--- src/hdl/xorshift64_star_range_generator_core_defines.svh ---
// Assertion helpers shared by the generator RTL.
// Both expect clk_i and rst_ni in scope.
`ifndef XORSHIFT64_STAR_RANGE_GENERATOR_CORE_DEFINES_SVH
`define XORSHIFT64_STAR_RANGE_GENERATOR_CORE_DEFINES_SVH

// Implication checked on every edge outside reset.
`define XRG_ASSERT_IMPL(lbl, ante, cons, msg) \
  lbl: assert property (@(posedge clk_i) disable iff (!rst_ni) (ante) |-> (cons)) \
    else $error(msg);

// Next-cycle implication checked outside reset.
`define XRG_ASSERT_NEXT(lbl, ante, cons, msg) \
  lbl: assert property (@(posedge clk_i) disable iff (!rst_ni) (ante) |=> (cons)) \
    else $error(msg);

`endif

--- src/hdl/xrg_pkg.sv ---
package xrg_pkg;

  localparam int unsigned DataW = 64;
  localparam int unsigned HalfW = DataW / 2;
  localparam int unsigned FracW = 28;
  localparam int unsigned CntW  = $clog2(DataW);

  localparam int unsigned ShiftA = 12;
  localparam int unsigned ShiftB = 25;
  localparam int unsigned ShiftC = 27;

  localparam logic [DataW-1:0] MixMult   = 64'h2545_F491_4F6C_DD1D;
  localparam logic [DataW-1:0] SeedReset = 64'd1;

  // request kinds
  localparam logic CmdInt  = 1'b0;
  localparam logic CmdFrac = 1'b1;

  // last count value of each sequencer phase
  localparam logic [CntW-1:0] XorLast = CntW'(2);
  localparam logic [CntW-1:0] MulLast = CntW'(3);
  localparam logic [CntW-1:0] DivLast = CntW'(DataW - 1);

  // partial product / shift step selects
  localparam logic [1:0] Step0 = 2'd0;
  localparam logic [1:0] Step1 = 2'd1;
  localparam logic [1:0] Step2 = 2'd2;
  localparam logic [1:0] Step3 = 2'd3;

  typedef enum logic [2:0] {
    ST_IDLE,
    ST_XOR,
    ST_MUL,
    ST_DIV,
    ST_DONE
  } state_e;

  typedef struct packed {
    logic       load;
    logic       xor_en;
    logic       mul_en;
    logic       div_en;
    logic       out_load;
    logic [1:0] step;
  } ctrl_t;

  typedef struct packed {
    logic frac;
    logic span_zero;
    logic out_free;
  } status_t;

endpackage

--- src/hdl/xrg_req_if.sv ---
interface xrg_req_if;
  import xrg_pkg::*;

  logic             valid;
  logic             ready;
  logic             cmd;
  logic [DataW-1:0] range_low;
  logic [DataW-1:0] range_high;

  modport source (output valid, cmd, range_low, range_high, input ready);
  modport sink   (input valid, cmd, range_low, range_high, output ready);
endinterface

--- src/hdl/xrg_rsp_if.sv ---
interface xrg_rsp_if;
  import xrg_pkg::*;

  logic             valid;
  logic             ready;
  logic [DataW-1:0] value;
  logic [FracW-1:0] fraction;
  logic             span_error;

  modport source (output valid, value, fraction, span_error, input ready);
  modport sink   (input valid, value, fraction, span_error, output ready);
endinterface

--- src/hdl/xorshift64_star_range_generator_core.sv ---
// Seeded xorshift64* generator with range reduction. Each accepted item runs
// three xorshift steps on a shared shifter, a 64-bit multiply as three
// 32x32 partial products on one shared multiplier and, for an integer
// request with nonzero span, a restoring modulo of one bit per cycle, then
// loads the output register once it is free. A fraction request or a zero
// span skips the divider, so integer items occupy the block longest and the
// divider sets the rate. The block takes one item at a time; a finished
// result waits in the output register while the next item is accepted.
// Writing the seed reloads the generator state; write it only when idle.
module xorshift64_star_range_generator_core (
  input  logic                      clk_i,
  input  logic                      rst_ni,
  input  logic                      cfg_we_i,
  input  logic [xrg_pkg::DataW-1:0] cfg_wdata_i,
  xrg_req_if.sink                   req_i,
  xrg_rsp_if.source                 rsp_o
);
  import xrg_pkg::*;

  ctrl_t   ctrl;
  status_t status;
  logic    req_ready;

  assign req_i.ready = req_ready;

  xrg_ctrl u_ctrl (
    .clk_i       (clk_i),
    .rst_ni      (rst_ni),
    .req_valid_i (req_i.valid),
    .req_ready_o (req_ready),
    .status_i    (status),
    .ctrl_o      (ctrl)
  );

  xrg_datapath u_datapath (
    .clk_i            (clk_i),
    .rst_ni           (rst_ni),
    .cfg_we_i         (cfg_we_i),
    .cfg_wdata_i      (cfg_wdata_i),
    .req_cmd_i        (req_i.cmd),
    .req_range_low_i  (req_i.range_low),
    .req_range_high_i (req_i.range_high),
    .ctrl_i           (ctrl),
    .status_o         (status),
    .rsp_valid_o      (rsp_o.valid),
    .rsp_ready_i      (rsp_o.ready),
    .rsp_value_o      (rsp_o.value),
    .rsp_fraction_o   (rsp_o.fraction),
    .rsp_span_error_o (rsp_o.span_error)
  );

endmodule

--- src/hdl/xrg_ctrl.sv ---
`include "xorshift64_star_range_generator_core_defines.svh"

module xrg_ctrl (
  input  logic            clk_i,
  input  logic            rst_ni,
  input  logic            req_valid_i,
  output logic            req_ready_o,
  input  xrg_pkg::status_t status_i,
  output xrg_pkg::ctrl_t   ctrl_o
);
  import xrg_pkg::*;

  state_e          state_q, state_d;
  logic [CntW-1:0] cnt_q, cnt_d;
  logic            accept;

  assign accept = req_valid_i && (state_q == ST_IDLE);

  always_ff @(posedge clk_i or negedge rst_ni) begin
    if (!rst_ni) begin
      state_q <= ST_IDLE;
      cnt_q   <= '0;
    end else begin
      state_q <= state_d;
      cnt_q   <= cnt_d;
    end
  end

  always_comb begin
    state_d = state_q;
    cnt_d   = cnt_q;
    case (state_q)
      ST_IDLE: begin
        cnt_d = '0;
        if (accept) state_d = ST_XOR;
      end
      ST_XOR: begin
        if (cnt_q == XorLast) begin
          state_d = ST_MUL;
          cnt_d   = '0;
        end else begin
          cnt_d = cnt_q + 1'b1;
        end
      end
      ST_MUL: begin
        if (cnt_q == MulLast) begin
          cnt_d = '0;
          // fraction and zero span need no remainder
          if (status_i.frac || status_i.span_zero) state_d = ST_DONE;
          else                                     state_d = ST_DIV;
        end else begin
          cnt_d = cnt_q + 1'b1;
        end
      end
      ST_DIV: begin
        cnt_d = cnt_q + 1'b1;
        if (cnt_q == DivLast) state_d = ST_DONE;
      end
      ST_DONE: begin
        if (status_i.out_free) state_d = ST_IDLE;
      end
      default: begin
        state_d = ST_IDLE;
        cnt_d   = '0;
      end
    endcase
  end

  always_comb begin
    ctrl_o      = '0;
    ctrl_o.step = cnt_q[1:0];
    req_ready_o = 1'b0;
    case (state_q)
      ST_IDLE: begin
        req_ready_o = 1'b1;
        ctrl_o.load = accept;
      end
      ST_XOR:  ctrl_o.xor_en   = 1'b1;
      ST_MUL:  ctrl_o.mul_en   = 1'b1;
      ST_DIV:  ctrl_o.div_en   = 1'b1;
      ST_DONE: ctrl_o.out_load = status_i.out_free;
      default: ctrl_o = '0;
    endcase
  end

  `XRG_ASSERT_NEXT(a_accept_starts_xor, accept, state_q == ST_XOR, "item did not start shifting")
  `XRG_ASSERT_NEXT(a_mul_to_div,
    (state_q == ST_MUL) && (cnt_q == MulLast) && !status_i.frac && !status_i.span_zero,
    state_q == ST_DIV, "integer item skipped the divider")
  `XRG_ASSERT_IMPL(a_out_load_free, ctrl_o.out_load, status_i.out_free,
    "result loaded over an untaken one")

endmodule

--- src/hdl/xrg_datapath.sv ---
`include "xorshift64_star_range_generator_core_defines.svh"

module xrg_datapath (
  input  logic                      clk_i,
  input  logic                      rst_ni,
  input  logic                      cfg_we_i,
  input  logic [xrg_pkg::DataW-1:0] cfg_wdata_i,
  input  logic                      req_cmd_i,
  input  logic [xrg_pkg::DataW-1:0] req_range_low_i,
  input  logic [xrg_pkg::DataW-1:0] req_range_high_i,
  input  xrg_pkg::ctrl_t            ctrl_i,
  output xrg_pkg::status_t          status_o,
  output logic                      rsp_valid_o,
  input  logic                      rsp_ready_i,
  output logic [xrg_pkg::DataW-1:0] rsp_value_o,
  output logic [xrg_pkg::FracW-1:0] rsp_fraction_o,
  output logic                      rsp_span_error_o
);
  import xrg_pkg::*;

  logic [DataW-1:0] gen_state_q, gen_state_d;
  logic [DataW-1:0] acc_q, acc_d;
  logic [DataW-1:0] prod_q, prod_d;
  logic [DataW-1:0] rem_q, rem_d;
  logic [DataW-1:0] span_q, low_q;
  logic             cmd_q;

  logic [DataW-1:0] xs_val;
  logic [HalfW-1:0] mul_a, mul_b;
  logic [DataW-1:0] acc_sum;
  logic [DataW:0]   rem_shift;
  logic [DataW+1:0] rem_diff;

  logic             valid_q;
  logic [DataW-1:0] value_q, value_d;
  logic [FracW-1:0] fraction_q, fraction_d;
  logic             err_q, err_d;

  // shared shift unit, one xorshift step per cycle
  always_comb begin
    case (ctrl_i.step)
      Step0:   xs_val = gen_state_q ^ (gen_state_q >> ShiftA);
      Step1:   xs_val = gen_state_q ^ (gen_state_q << ShiftB);
      Step2:   xs_val = gen_state_q ^ (gen_state_q >> ShiftC);
      default: xs_val = gen_state_q;
    endcase
  end

  // shared 32x32 multiplier; only low 64 bits of the full product matter
  always_comb begin
    case (ctrl_i.step)
      Step0: begin
        mul_a = gen_state_q[HalfW-1:0];
        mul_b = MixMult[HalfW-1:0];
      end
      Step1: begin
        mul_a = gen_state_q[DataW-1:HalfW];
        mul_b = MixMult[HalfW-1:0];
      end
      Step2: begin
        mul_a = gen_state_q[HalfW-1:0];
        mul_b = MixMult[DataW-1:HalfW];
      end
      default: begin
        mul_a = '0;
        mul_b = '0;
      end
    endcase
  end

  assign prod_d  = mul_a * mul_b;
  assign acc_sum = acc_q + {prod_q[HalfW-1:0], {HalfW{1'b0}}};

  // restoring division keeping only the remainder, one quotient bit per cycle
  assign rem_shift = {rem_q, acc_q[DataW-1]};
  assign rem_diff  = {1'b0, rem_shift} - {2'b00, span_q};

  always_comb begin
    gen_state_d = gen_state_q;
    acc_d       = acc_q;
    rem_d       = rem_q;
    if (cfg_we_i) begin
      gen_state_d = cfg_wdata_i;
    end
    if (ctrl_i.load) begin
      rem_d = '0;
    end
    if (ctrl_i.xor_en) begin
      gen_state_d = xs_val;
    end
    if (ctrl_i.mul_en) begin
      case (ctrl_i.step)
        Step0:   acc_d = acc_q;
        Step1:   acc_d = prod_q;
        Step2:   acc_d = acc_sum;
        Step3: begin
          acc_d       = acc_sum;
          gen_state_d = acc_sum;
        end
        default: acc_d = acc_q;
      endcase
    end
    if (ctrl_i.div_en) begin
      acc_d = acc_q << 1;
      if (!rem_diff[DataW+1]) rem_d = rem_diff[DataW-1:0];
      else                    rem_d = rem_shift[DataW-1:0];
    end
  end

  always_ff @(posedge clk_i or negedge rst_ni) begin
    if (!rst_ni) begin
      gen_state_q <= SeedReset;
    end else begin
      gen_state_q <= gen_state_d;
    end
  end

  always_ff @(posedge clk_i) begin
    acc_q  <= acc_d;
    rem_q  <= rem_d;
    prod_q <= prod_d;
    if (ctrl_i.load) begin
      cmd_q  <= req_cmd_i;
      low_q  <= req_range_low_i;
      span_q <= req_range_high_i - req_range_low_i;
    end
  end

  assign status_o.frac      = (cmd_q == CmdFrac);
  assign status_o.span_zero = (span_q == '0);
  assign status_o.out_free  = !valid_q || rsp_ready_i;

  always_comb begin
    value_d    = '0;
    fraction_d = '0;
    err_d      = 1'b0;
    if (cmd_q == CmdFrac) begin
      fraction_d = gen_state_q[FracW-1:0];
    end else if (span_q == '0) begin
      value_d = low_q;
      err_d   = 1'b1;
    end else begin
      value_d = low_q + rem_q;
    end
  end

  always_ff @(posedge clk_i or negedge rst_ni) begin
    if (!rst_ni) begin
      valid_q <= 1'b0;
    end else if (ctrl_i.out_load) begin
      valid_q <= 1'b1;
    end else if (rsp_ready_i) begin
      valid_q <= 1'b0;
    end
  end

  always_ff @(posedge clk_i) begin
    if (ctrl_i.out_load) begin
      value_q    <= value_d;
      fraction_q <= fraction_d;
      err_q      <= err_d;
    end
  end

  assign rsp_valid_o      = valid_q;
  assign rsp_value_o      = value_q;
  assign rsp_fraction_o   = fraction_q;
  assign rsp_span_error_o = err_q;

  `XRG_ASSERT_IMPL(a_rem_below_span, ctrl_i.div_en, rem_q < span_q,
    "partial remainder not below span")
  `XRG_ASSERT_NEXT(a_frac_value_zero, ctrl_i.out_load && (cmd_q == CmdFrac),
    (value_q == '0) && !err_q, "fraction result carries integer fields")
  `XRG_ASSERT_NEXT(a_err_gives_low, ctrl_i.out_load && err_d, value_q == low_q,
    "zero span result is not the low bound")

endmodule
--- src/flat_wrapper.sv ---
// flat-port wrapper written by rule: the top's interface ports become plain ports
module xorshift64_star_range_generator_core_flat import xrg_pkg::*;
  (clk_i, rst_ni, cfg_we_i, cfg_wdata_i, req_i_valid, req_i_cmd, req_i_range_low, req_i_range_high, req_i_ready, rsp_o_valid, rsp_o_value, rsp_o_fraction, rsp_o_span_error, rsp_o_ready);
  xrg_req_if req_i_i ();
  xrg_rsp_if rsp_o_i ();
  input  logic clk_i;
  input  logic rst_ni;
  input  logic cfg_we_i;
  input  logic [xrg_pkg::DataW-1:0] cfg_wdata_i;
  input wire logic [$bits(req_i_i.valid)-1:0] req_i_valid;
  input wire logic [$bits(req_i_i.cmd)-1:0] req_i_cmd;
  input wire logic [$bits(req_i_i.range_low)-1:0] req_i_range_low;
  input wire logic [$bits(req_i_i.range_high)-1:0] req_i_range_high;
  output wire logic [$bits(req_i_i.ready)-1:0] req_i_ready;
  output wire logic [$bits(rsp_o_i.valid)-1:0] rsp_o_valid;
  output wire logic [$bits(rsp_o_i.value)-1:0] rsp_o_value;
  output wire logic [$bits(rsp_o_i.fraction)-1:0] rsp_o_fraction;
  output wire logic [$bits(rsp_o_i.span_error)-1:0] rsp_o_span_error;
  input wire logic [$bits(rsp_o_i.ready)-1:0] rsp_o_ready;
  assign req_i_i.valid = req_i_valid;
  assign req_i_i.cmd = req_i_cmd;
  assign req_i_i.range_low = req_i_range_low;
  assign req_i_i.range_high = req_i_range_high;
  assign req_i_ready = req_i_i.ready;
  assign rsp_o_valid = rsp_o_i.valid;
  assign rsp_o_value = rsp_o_i.value;
  assign rsp_o_fraction = rsp_o_i.fraction;
  assign rsp_o_span_error = rsp_o_i.span_error;
  assign rsp_o_i.ready = rsp_o_ready;
  xorshift64_star_range_generator_core u_core (.clk_i(clk_i), .rst_ni(rst_ni), .cfg_we_i(cfg_we_i), .cfg_wdata_i(cfg_wdata_i), .req_i(req_i_i), .rsp_o(rsp_o_i));
endmodule
--- config.mk ---
export PLATFORM = sky130hd
export DESIGN_NAME = xorshift64_star_range_generator_core_flat
export DESIGN_NICKNAME = d
export VERILOG_FILES = /design/src/hdl/xrg_pkg.sv /design/src/hdl/xrg_req_if.sv /design/src/hdl/xrg_rsp_if.sv /design/src/hdl/xorshift64_star_range_generator_core.sv /design/src/hdl/xrg_ctrl.sv /design/src/hdl/xrg_datapath.sv /design/src/flat_wrapper.sv
export VERILOG_INCLUDE_DIRS = /design/src /design/src/hdl
export SDC_FILE = /design/constraint.sdc
export NUM_CORES = 2
export LEC_CHECK = 0
export BUFFER_PORTS_ARGS = -buffer_cell sky130_fd_sc_hd__buf_4
export CORE_UTILIZATION = 52
export CTS_CLUSTER_SIZE = 14
export DETAILED_ROUTE_END_ITERATION = 6
export PLACE_DENSITY = 0.81
export SLEW_MARGIN = 10
export SYNTH_ARGS = -nofsm -noshare
export SYNTH_HDL_FRONTEND = slang
export SYNTH_SLANG_ARGS = --single-unit
--- constraint.sdc ---
create_clock -name clk_i -period 10.2 [get_ports clk_i]
set_input_delay 2.04 -clock clk_i [delete_from_list [all_inputs] [get_ports clk_i]]
set_output_delay 2.04 -clock clk_i [all_outputs]
set_load 0.02 [all_outputs]
### Yosys cells after proc, flatten, opt, wreduce, memory -nomap -nowiden

Index checks and enable logic that the tools add are counted.

* output and inout bits: 95
* flip-flop bits (word level): 488

* add/sub/neg operators: 5
* $mul: 1
* reduce and logical (&&, ||, !) cells: 17
* mux-type cells: 34
* bitwise operators: 4
* eq/ne operators: 16

Operators with widths (count)
* 64-bit 2-to-1 mux: 10
* 64-bit case mux with 3 select lines: 1
* 64-bit adder: 2
* 64-bit case mux with 2 select lines: 1
* 65-bit by 64-bit subtractor with 66-bit output: 1
* 64-bit logical NOT: 1
* 32-bit by 32-bit multiplier with 64-bit output: 1
* 32-bit case mux with 2 select lines: 1
* 64-bit subtractor: 1
* 64-bit by 37-bit bitwise XOR with 64-bit output: 1
* 64-bit by 52-bit bitwise XOR with 64-bit output: 1
* 64-bit bitwise XOR: 1
* 31-bit case mux with 2 select lines: 1
* 6-bit case mux with 4 select lines: 1
* 3-bit 2-to-1 mux: 6
* 3-bit case mux with 5 select lines: 1
* 6-bit by 2-bit == test with 1-bit output (second input constant): 2
* 6-bit 2-to-1 mux: 2
* 2-bit != test (second input constant): 5
* 1-bit 2-to-1 mux: 9
* 6-bit by 1-bit adder with 6-bit output (second input constant): 1
* 3-bit by 2-bit == test with 1-bit output (second input constant): 2
* 6-bit == test (second input constant): 1
* 2-bit nonzero test: 3
* other kinds (16): 21

### Longest topological paths before layout

* depth in word-level cells: 8
* mapped depth: 39

### Hierarchy

Synthesis repeated with hierarchy kept, for this count alone.

* cell total of the unflattened synthesis: 6236
* area total of the unflattened synthesis: 57786.7 µm²

Modules (own cells, without submodules)
* xrg_datapath: sequential area each 13409.1 µm², area an instance 57106.0 µm², times used 1, cells an instance 6157
* xrg_ctrl: sequential area each 225.2 µm², area an instance 680.7 µm², times used 1, cells an instance 79

### Worst setup path after synthesis

OpenSTA, ideal clock, no wires.

* kind: register -> register
* start: register u_core.u_ctrl.state_q[0]
* end: register u_core.u_datapath.prod_q[59]
* setup time: 0.127 ns
* arrival time: 9.592 ns
* path slack: 0.481 ns
* cell stages (with the launch flop): 37
* cell sequence: dfrtp_1 clkbuf_1 o21ai_0 nand2_1 clkbuf_1 clkbuf_1 buf_1 nand2_1 o21ai_0 inv_1 nor2_1 inv_1 fa_1 inv_1 fa_1 inv_1 fa_1 fa_1 inv_1 fa_1 fa_1 fa_1 fa_1 ha_1 clkbuf_1 a21o_1 a21o_1 a21o_1 a221o_1 a32oi_1 nand2_1 a211oi_1 o31a_1 a2bb2oi_1 o21ba_2 o21ai_0 xor2_1

* cells in the longest elaborated chain, start to end: 7
* elaborated cells on any way between the ends: 15

Ends and longest elaborated chain
* start: declaration: RTL line xrg_ctrl.sv:13 `state_e state_q, state_d;`
* start signal: assignment: RTL line xrg_ctrl.sv:24 `state_q <= state_d;`
* 3-bit == test, or another cell as far along: RTL line xrg_ctrl.sv:73 `case (state_q)`
* 5-bit OR reduction (no line) (*)
* 2-bit 2-to-1 mux (*): RTL line xrg_ctrl.sv:73
* 2-bit == test, or another cell as far along: RTL line xrg_datapath.sv:51 `case (ctrl_i.step)`
* 2-bit OR reduction (no line)
* 32-bit case mux with 2 select lines or 31-bit case mux with 2 select lines (tied branches): RTL line xrg_datapath.sv:51
* 32-bit by 32-bit multiplier with 64-bit output (*): RTL line xrg_datapath.sv:71 `assign prod_d = mul_a * mul_b;`
* net u_core.u_datapath.prod_d[59]: RTL line xrg_datapath.sv:23 `logic [DataW-1:0] prod_q, prod_d;`
* end signal: assignment: RTL line xrg_datapath.sv:121 `prod_q <= prod_d;`
* end: declaration: RTL line xrg_datapath.sv:23

The timed path passes the listed nets; every way through them passes the cells marked *.
A chain may end at the register's enable or synchronous reset.

### Worst setup path in the final report

* start: register u_core.u_ctrl.state_q[2]
* end: register u_core.u_datapath.prod_q[59]

Same word-level chain as after synthesis.

==> reports/results.md <==
| Metric | Reported | Unit |
| --- | --- | --- |
| Result of the run | finished with violations | - |
| Violations in the final reports | design-rule violations | - |
| Global-route wire length before repair | 311 | mm |
| Leading register cell type out of synthesis | edfxtp_1 | - |
| Nature of the critical path endpoint | flop | - |
| Aggregate global-route resource usage | 37.3 | % |
| # nets final | 7968 | - |
| Number of unique standard cell types used by synthesis | 98 | - |
| Tightest slew margin relative to the limit | 19.5 | % |
| Count of flip-flops with a built-in enable after synthesis | 349 | - |
| Number of pins exceeding their max-slew limit in the final report | 0 | - |
| Worst hold-check slack | 0.483 | ns |
| Core Region | 109000 | µm² |
| TritonCTS buffer count | 50 | - |
| Number of buffers and inverters on the critical path | 8 | - |
| Element type at the critical path start | flop | - |
| Final instance count without filler cells | 8029 | - |
| Count of filler cells inserted in the layout | 9586 | - |
| Final hold violation count | 0 | - |
| Via count of the first global-routing pass | 48790 | - |
| Clock input transition at the sequential cells of the worst setup and hold paths | 0.07 | ns |
| Number of cells traversed by the worst hold path | 2 | - |
| CTS root buf | clkbuf_16 | - |
| Setup slack of the most critical reg-to-reg path | 0.28 | ns |
| Portion of the post-synthesis area used by sequential elements | 23.7 | % |
| Cell row count | 121 | - |
| Largest net degree at the start of global routing | 69 | - |
| Die footprint | 112000 | µm² |
| Die Wd | 335 | µm |
| RR Endpoint | u_core.u_datapath.prod_q[59] | - |
| Number of optimization iterations in the first detailed-route pass | 7 | - |
| Number of register bits inferred by synthesis | 488 | - |
| Routability cong. | 1.05 | - |
| Count of antenna-violating nets left after detailed routing | 0 | - |
| Reg2reg path depth | 33 | - |
| Share of layout cells above drive strength 1 | 9.09 | % |
| Max-cap violation count | 0 | - |
| CP max stage cell | fa_1 | - |
| Effective utilization at floorplan | 52.7 | % |
| # placed instances | 7926 | - |
| Wire per inst | 26.1 | µm |
| Antenna violations before repair | 14 | - |
| Most common cell after layout, fill and taps aside | inv_1 | - |
| CP dominant cell by count | fa_1 | - |
| Synth Cell Area | 57600 | µm² |
| Share of the cycle needed by the critical path after routing | 97.2 | % |
| Final core area utilization | 58.2 | % |
| Post-Route WL | 209 | mm |
| Ports | 293 | - |
| Leading cell types in the layout, fill and taps excluded | inv_1, ha_1, fa_1, a21oi_1, nand2_1 | - |
| Critical Path AT | 10.48 | ns |
| Crit-path max cell delay | 0.59 | ns |
| Endpoint, Worst Hold | u_core.u_datapath.gen_state_q[30] | - |
| Total clock sinks | 488 | - |
| Synth-to-Final Area Change | 10.4 | % |
| Maximum fanout along the worst path | 41 | - |
| Number of nets in the synthesized netlist | 7729 | - |
| Worst setup path class | flop to flop | - |
| Class of the worst hold path | flop to flop | - |
| Average footprint of a synthesized cell | 9.19 | µm² |
| H-tree depth reported by CTS | 2 | - |
| Total congestion overflow | 0 | - |
| Violation count after the first detailed-route iteration | 4831 | - |
| Port bufs | 292 | - |
| Achievable clock frequency | 101 | MHz |
| Detailed placer's ending HPWL | 172 | mm |
| Clock Latency Late Sink | 0.65 | ns |
| Largest delay share family, worst path | adder cells | - |
| Number of remaining DRC errors | 4 | - |
| Ys Warns | 0 | - |
| Worst Path Required | 10.76 | ns |
| Buffer depth of the longest clock path | 3 | - |
| Worst clock skew on the final layout | 0.0239 | ns |
| Clock tree from TritonCTS | built | - |
| Actual transition at the worst max-transition pin | 1.21 | ns |
| Floorplan die height | 335 | µm |
| Post-DR vias/cell | 6.06 | - |
| Min cycle time layout | 9.92 | ns |
| Final setup violation count | 0 | - |
| Startpoint of the worst hold path | u_core.u_datapath.acc_q[30] | - |
| Setup crit start | u_core.u_ctrl.state_q[2] | - |
| Startpoint of the lowest-slack register-to-register path | u_core.u_ctrl.state_q[2] | - |
| Total stage count of the critical path | 33 | - |
| Number of instances in the synthesized netlist | 6267 | - |
| Proportion of register bits with asynchronous set or reset after synthesis | 15.2 | % |
| DR vias | 48622 | - |
## cells in the mapped netlist, drive strengths merged (107+ instances only)
library cell	number	area share, %
inv	1153	7.5
a21oi	498	4.3
a21o	185	2.4
o21ai	351	3.1
clkbuf	218	1.4
ha	651	14
nand3	107	0.93
xnor2	166	2.5
edfxtp	349	18
nand2	460	3.0
fa	613	21
nor2	328	2.1
## flip-flops by register name (all words and copies together) (netlist names), named ones only
name                                count
u_core.u_datapath.span_q               64
u_core.u_datapath.rem_q                64
u_core.u_datapath.rsp_valid_o           1
u_core.u_datapath.rsp_fraction_o       28
u_core.u_datapath.rsp_span_error_o      1
u_core.u_ctrl.cnt_q                     6
u_core.u_datapath.acc_q                63
u_core.u_datapath.gen_state_q          64
u_core.u_datapath.low_q                64
u_core.u_datapath.prod_q               64
u_core.u_ctrl.state_q                   3
u_core.u_datapath.rsp_value_o          64
u_core.u_datapath.cmd_q                 1
## worst max path at each step
stage,slack [ns],endpoint
finish,0.28,u_core.u_datapath.prod_q[59]
global route,-0.002,u_core.u_datapath.prod_q[59]
CTS,0.01,u_core.u_datapath.prod_q[63]
detailed placement,-0.003,u_core.u_datapath.prod_q[63]
global placement,0.04,u_core.u_datapath.prod_q[59]
floorplan,0.48,u_core.u_datapath.prod_q[59]
## metal layers
metal  global-route usage (%)  vias up  wire length, µm
li1                         -    21628                -
met1                     47.6    23751            80200
met2                     59.8     2654            95700
met3                     7.78      581            20400
met4                     19.5        8            12900
met5                        0        -               48
## layout make-up
class / count / area [µm²] / area share [%]
Clock inverter: 28 / 245 / 0.386
Antenna cell: 6 / 15.0 / 0.0236
Tap cell: 1476 / 1850 / 2.90
Multi-Input combinational cell: 4378 / 38800 / 61.0
Inverter: 1155 / 4340 / 6.83
Sequential cell: 488 / 13600 / 21.4
Timing Repair Buffer: 433 / 3280 / 5.15
Clock buffer: 65 / 1420 / 2.24
## tightest hold or removal path, stage by stage (launching register included)
cell and delay (ns):
edfxtp_1 0.35, nand2_1 0.05, o21ai_0 0.06
## per-stage QoR
step | setup TNS, ns | instance area (µm²) | setup WS (ns)
finish | 0 | 63600 | 0.283
global route | -0.00186 | 63600 | -0.00186
CTS | 0 | 63500 | 0.0130
detailed placement | -0.00328 | 61800 | -0.00328
global placement | 0 | 61800 | 0.0380
floorplan | 0 | 57600 | 0.481
## kinds of logic after synthesis
| group | count (synthesis) | share of synthesized area (%) |
|---|---|---|
| DFF | 488 | 23.7 |
| xor gates and xnor gates | 266 | 4.04 |
| and+or+nand+nor | 1291 | 10.4 |
| adders and majority gates | 1264 | 35.4 |
| AOI/OAI and AO/OA | 1530 | 16.7 |
| muxes | 27 | 0.482 |
| buffers and inverters | 1401 | 9.23 |
## repair_timing
item,CTS,global route
resized for setup,2,25
setup buffers,0,4
hold buffers,0,0
pin swaps,0,0
cloned,0,0
setup endpoints to repair,3,17
Power is left out: the tool's default activity adds up to more than one toggle a clock period on the data nets, which glitch-free logic cannot reach.
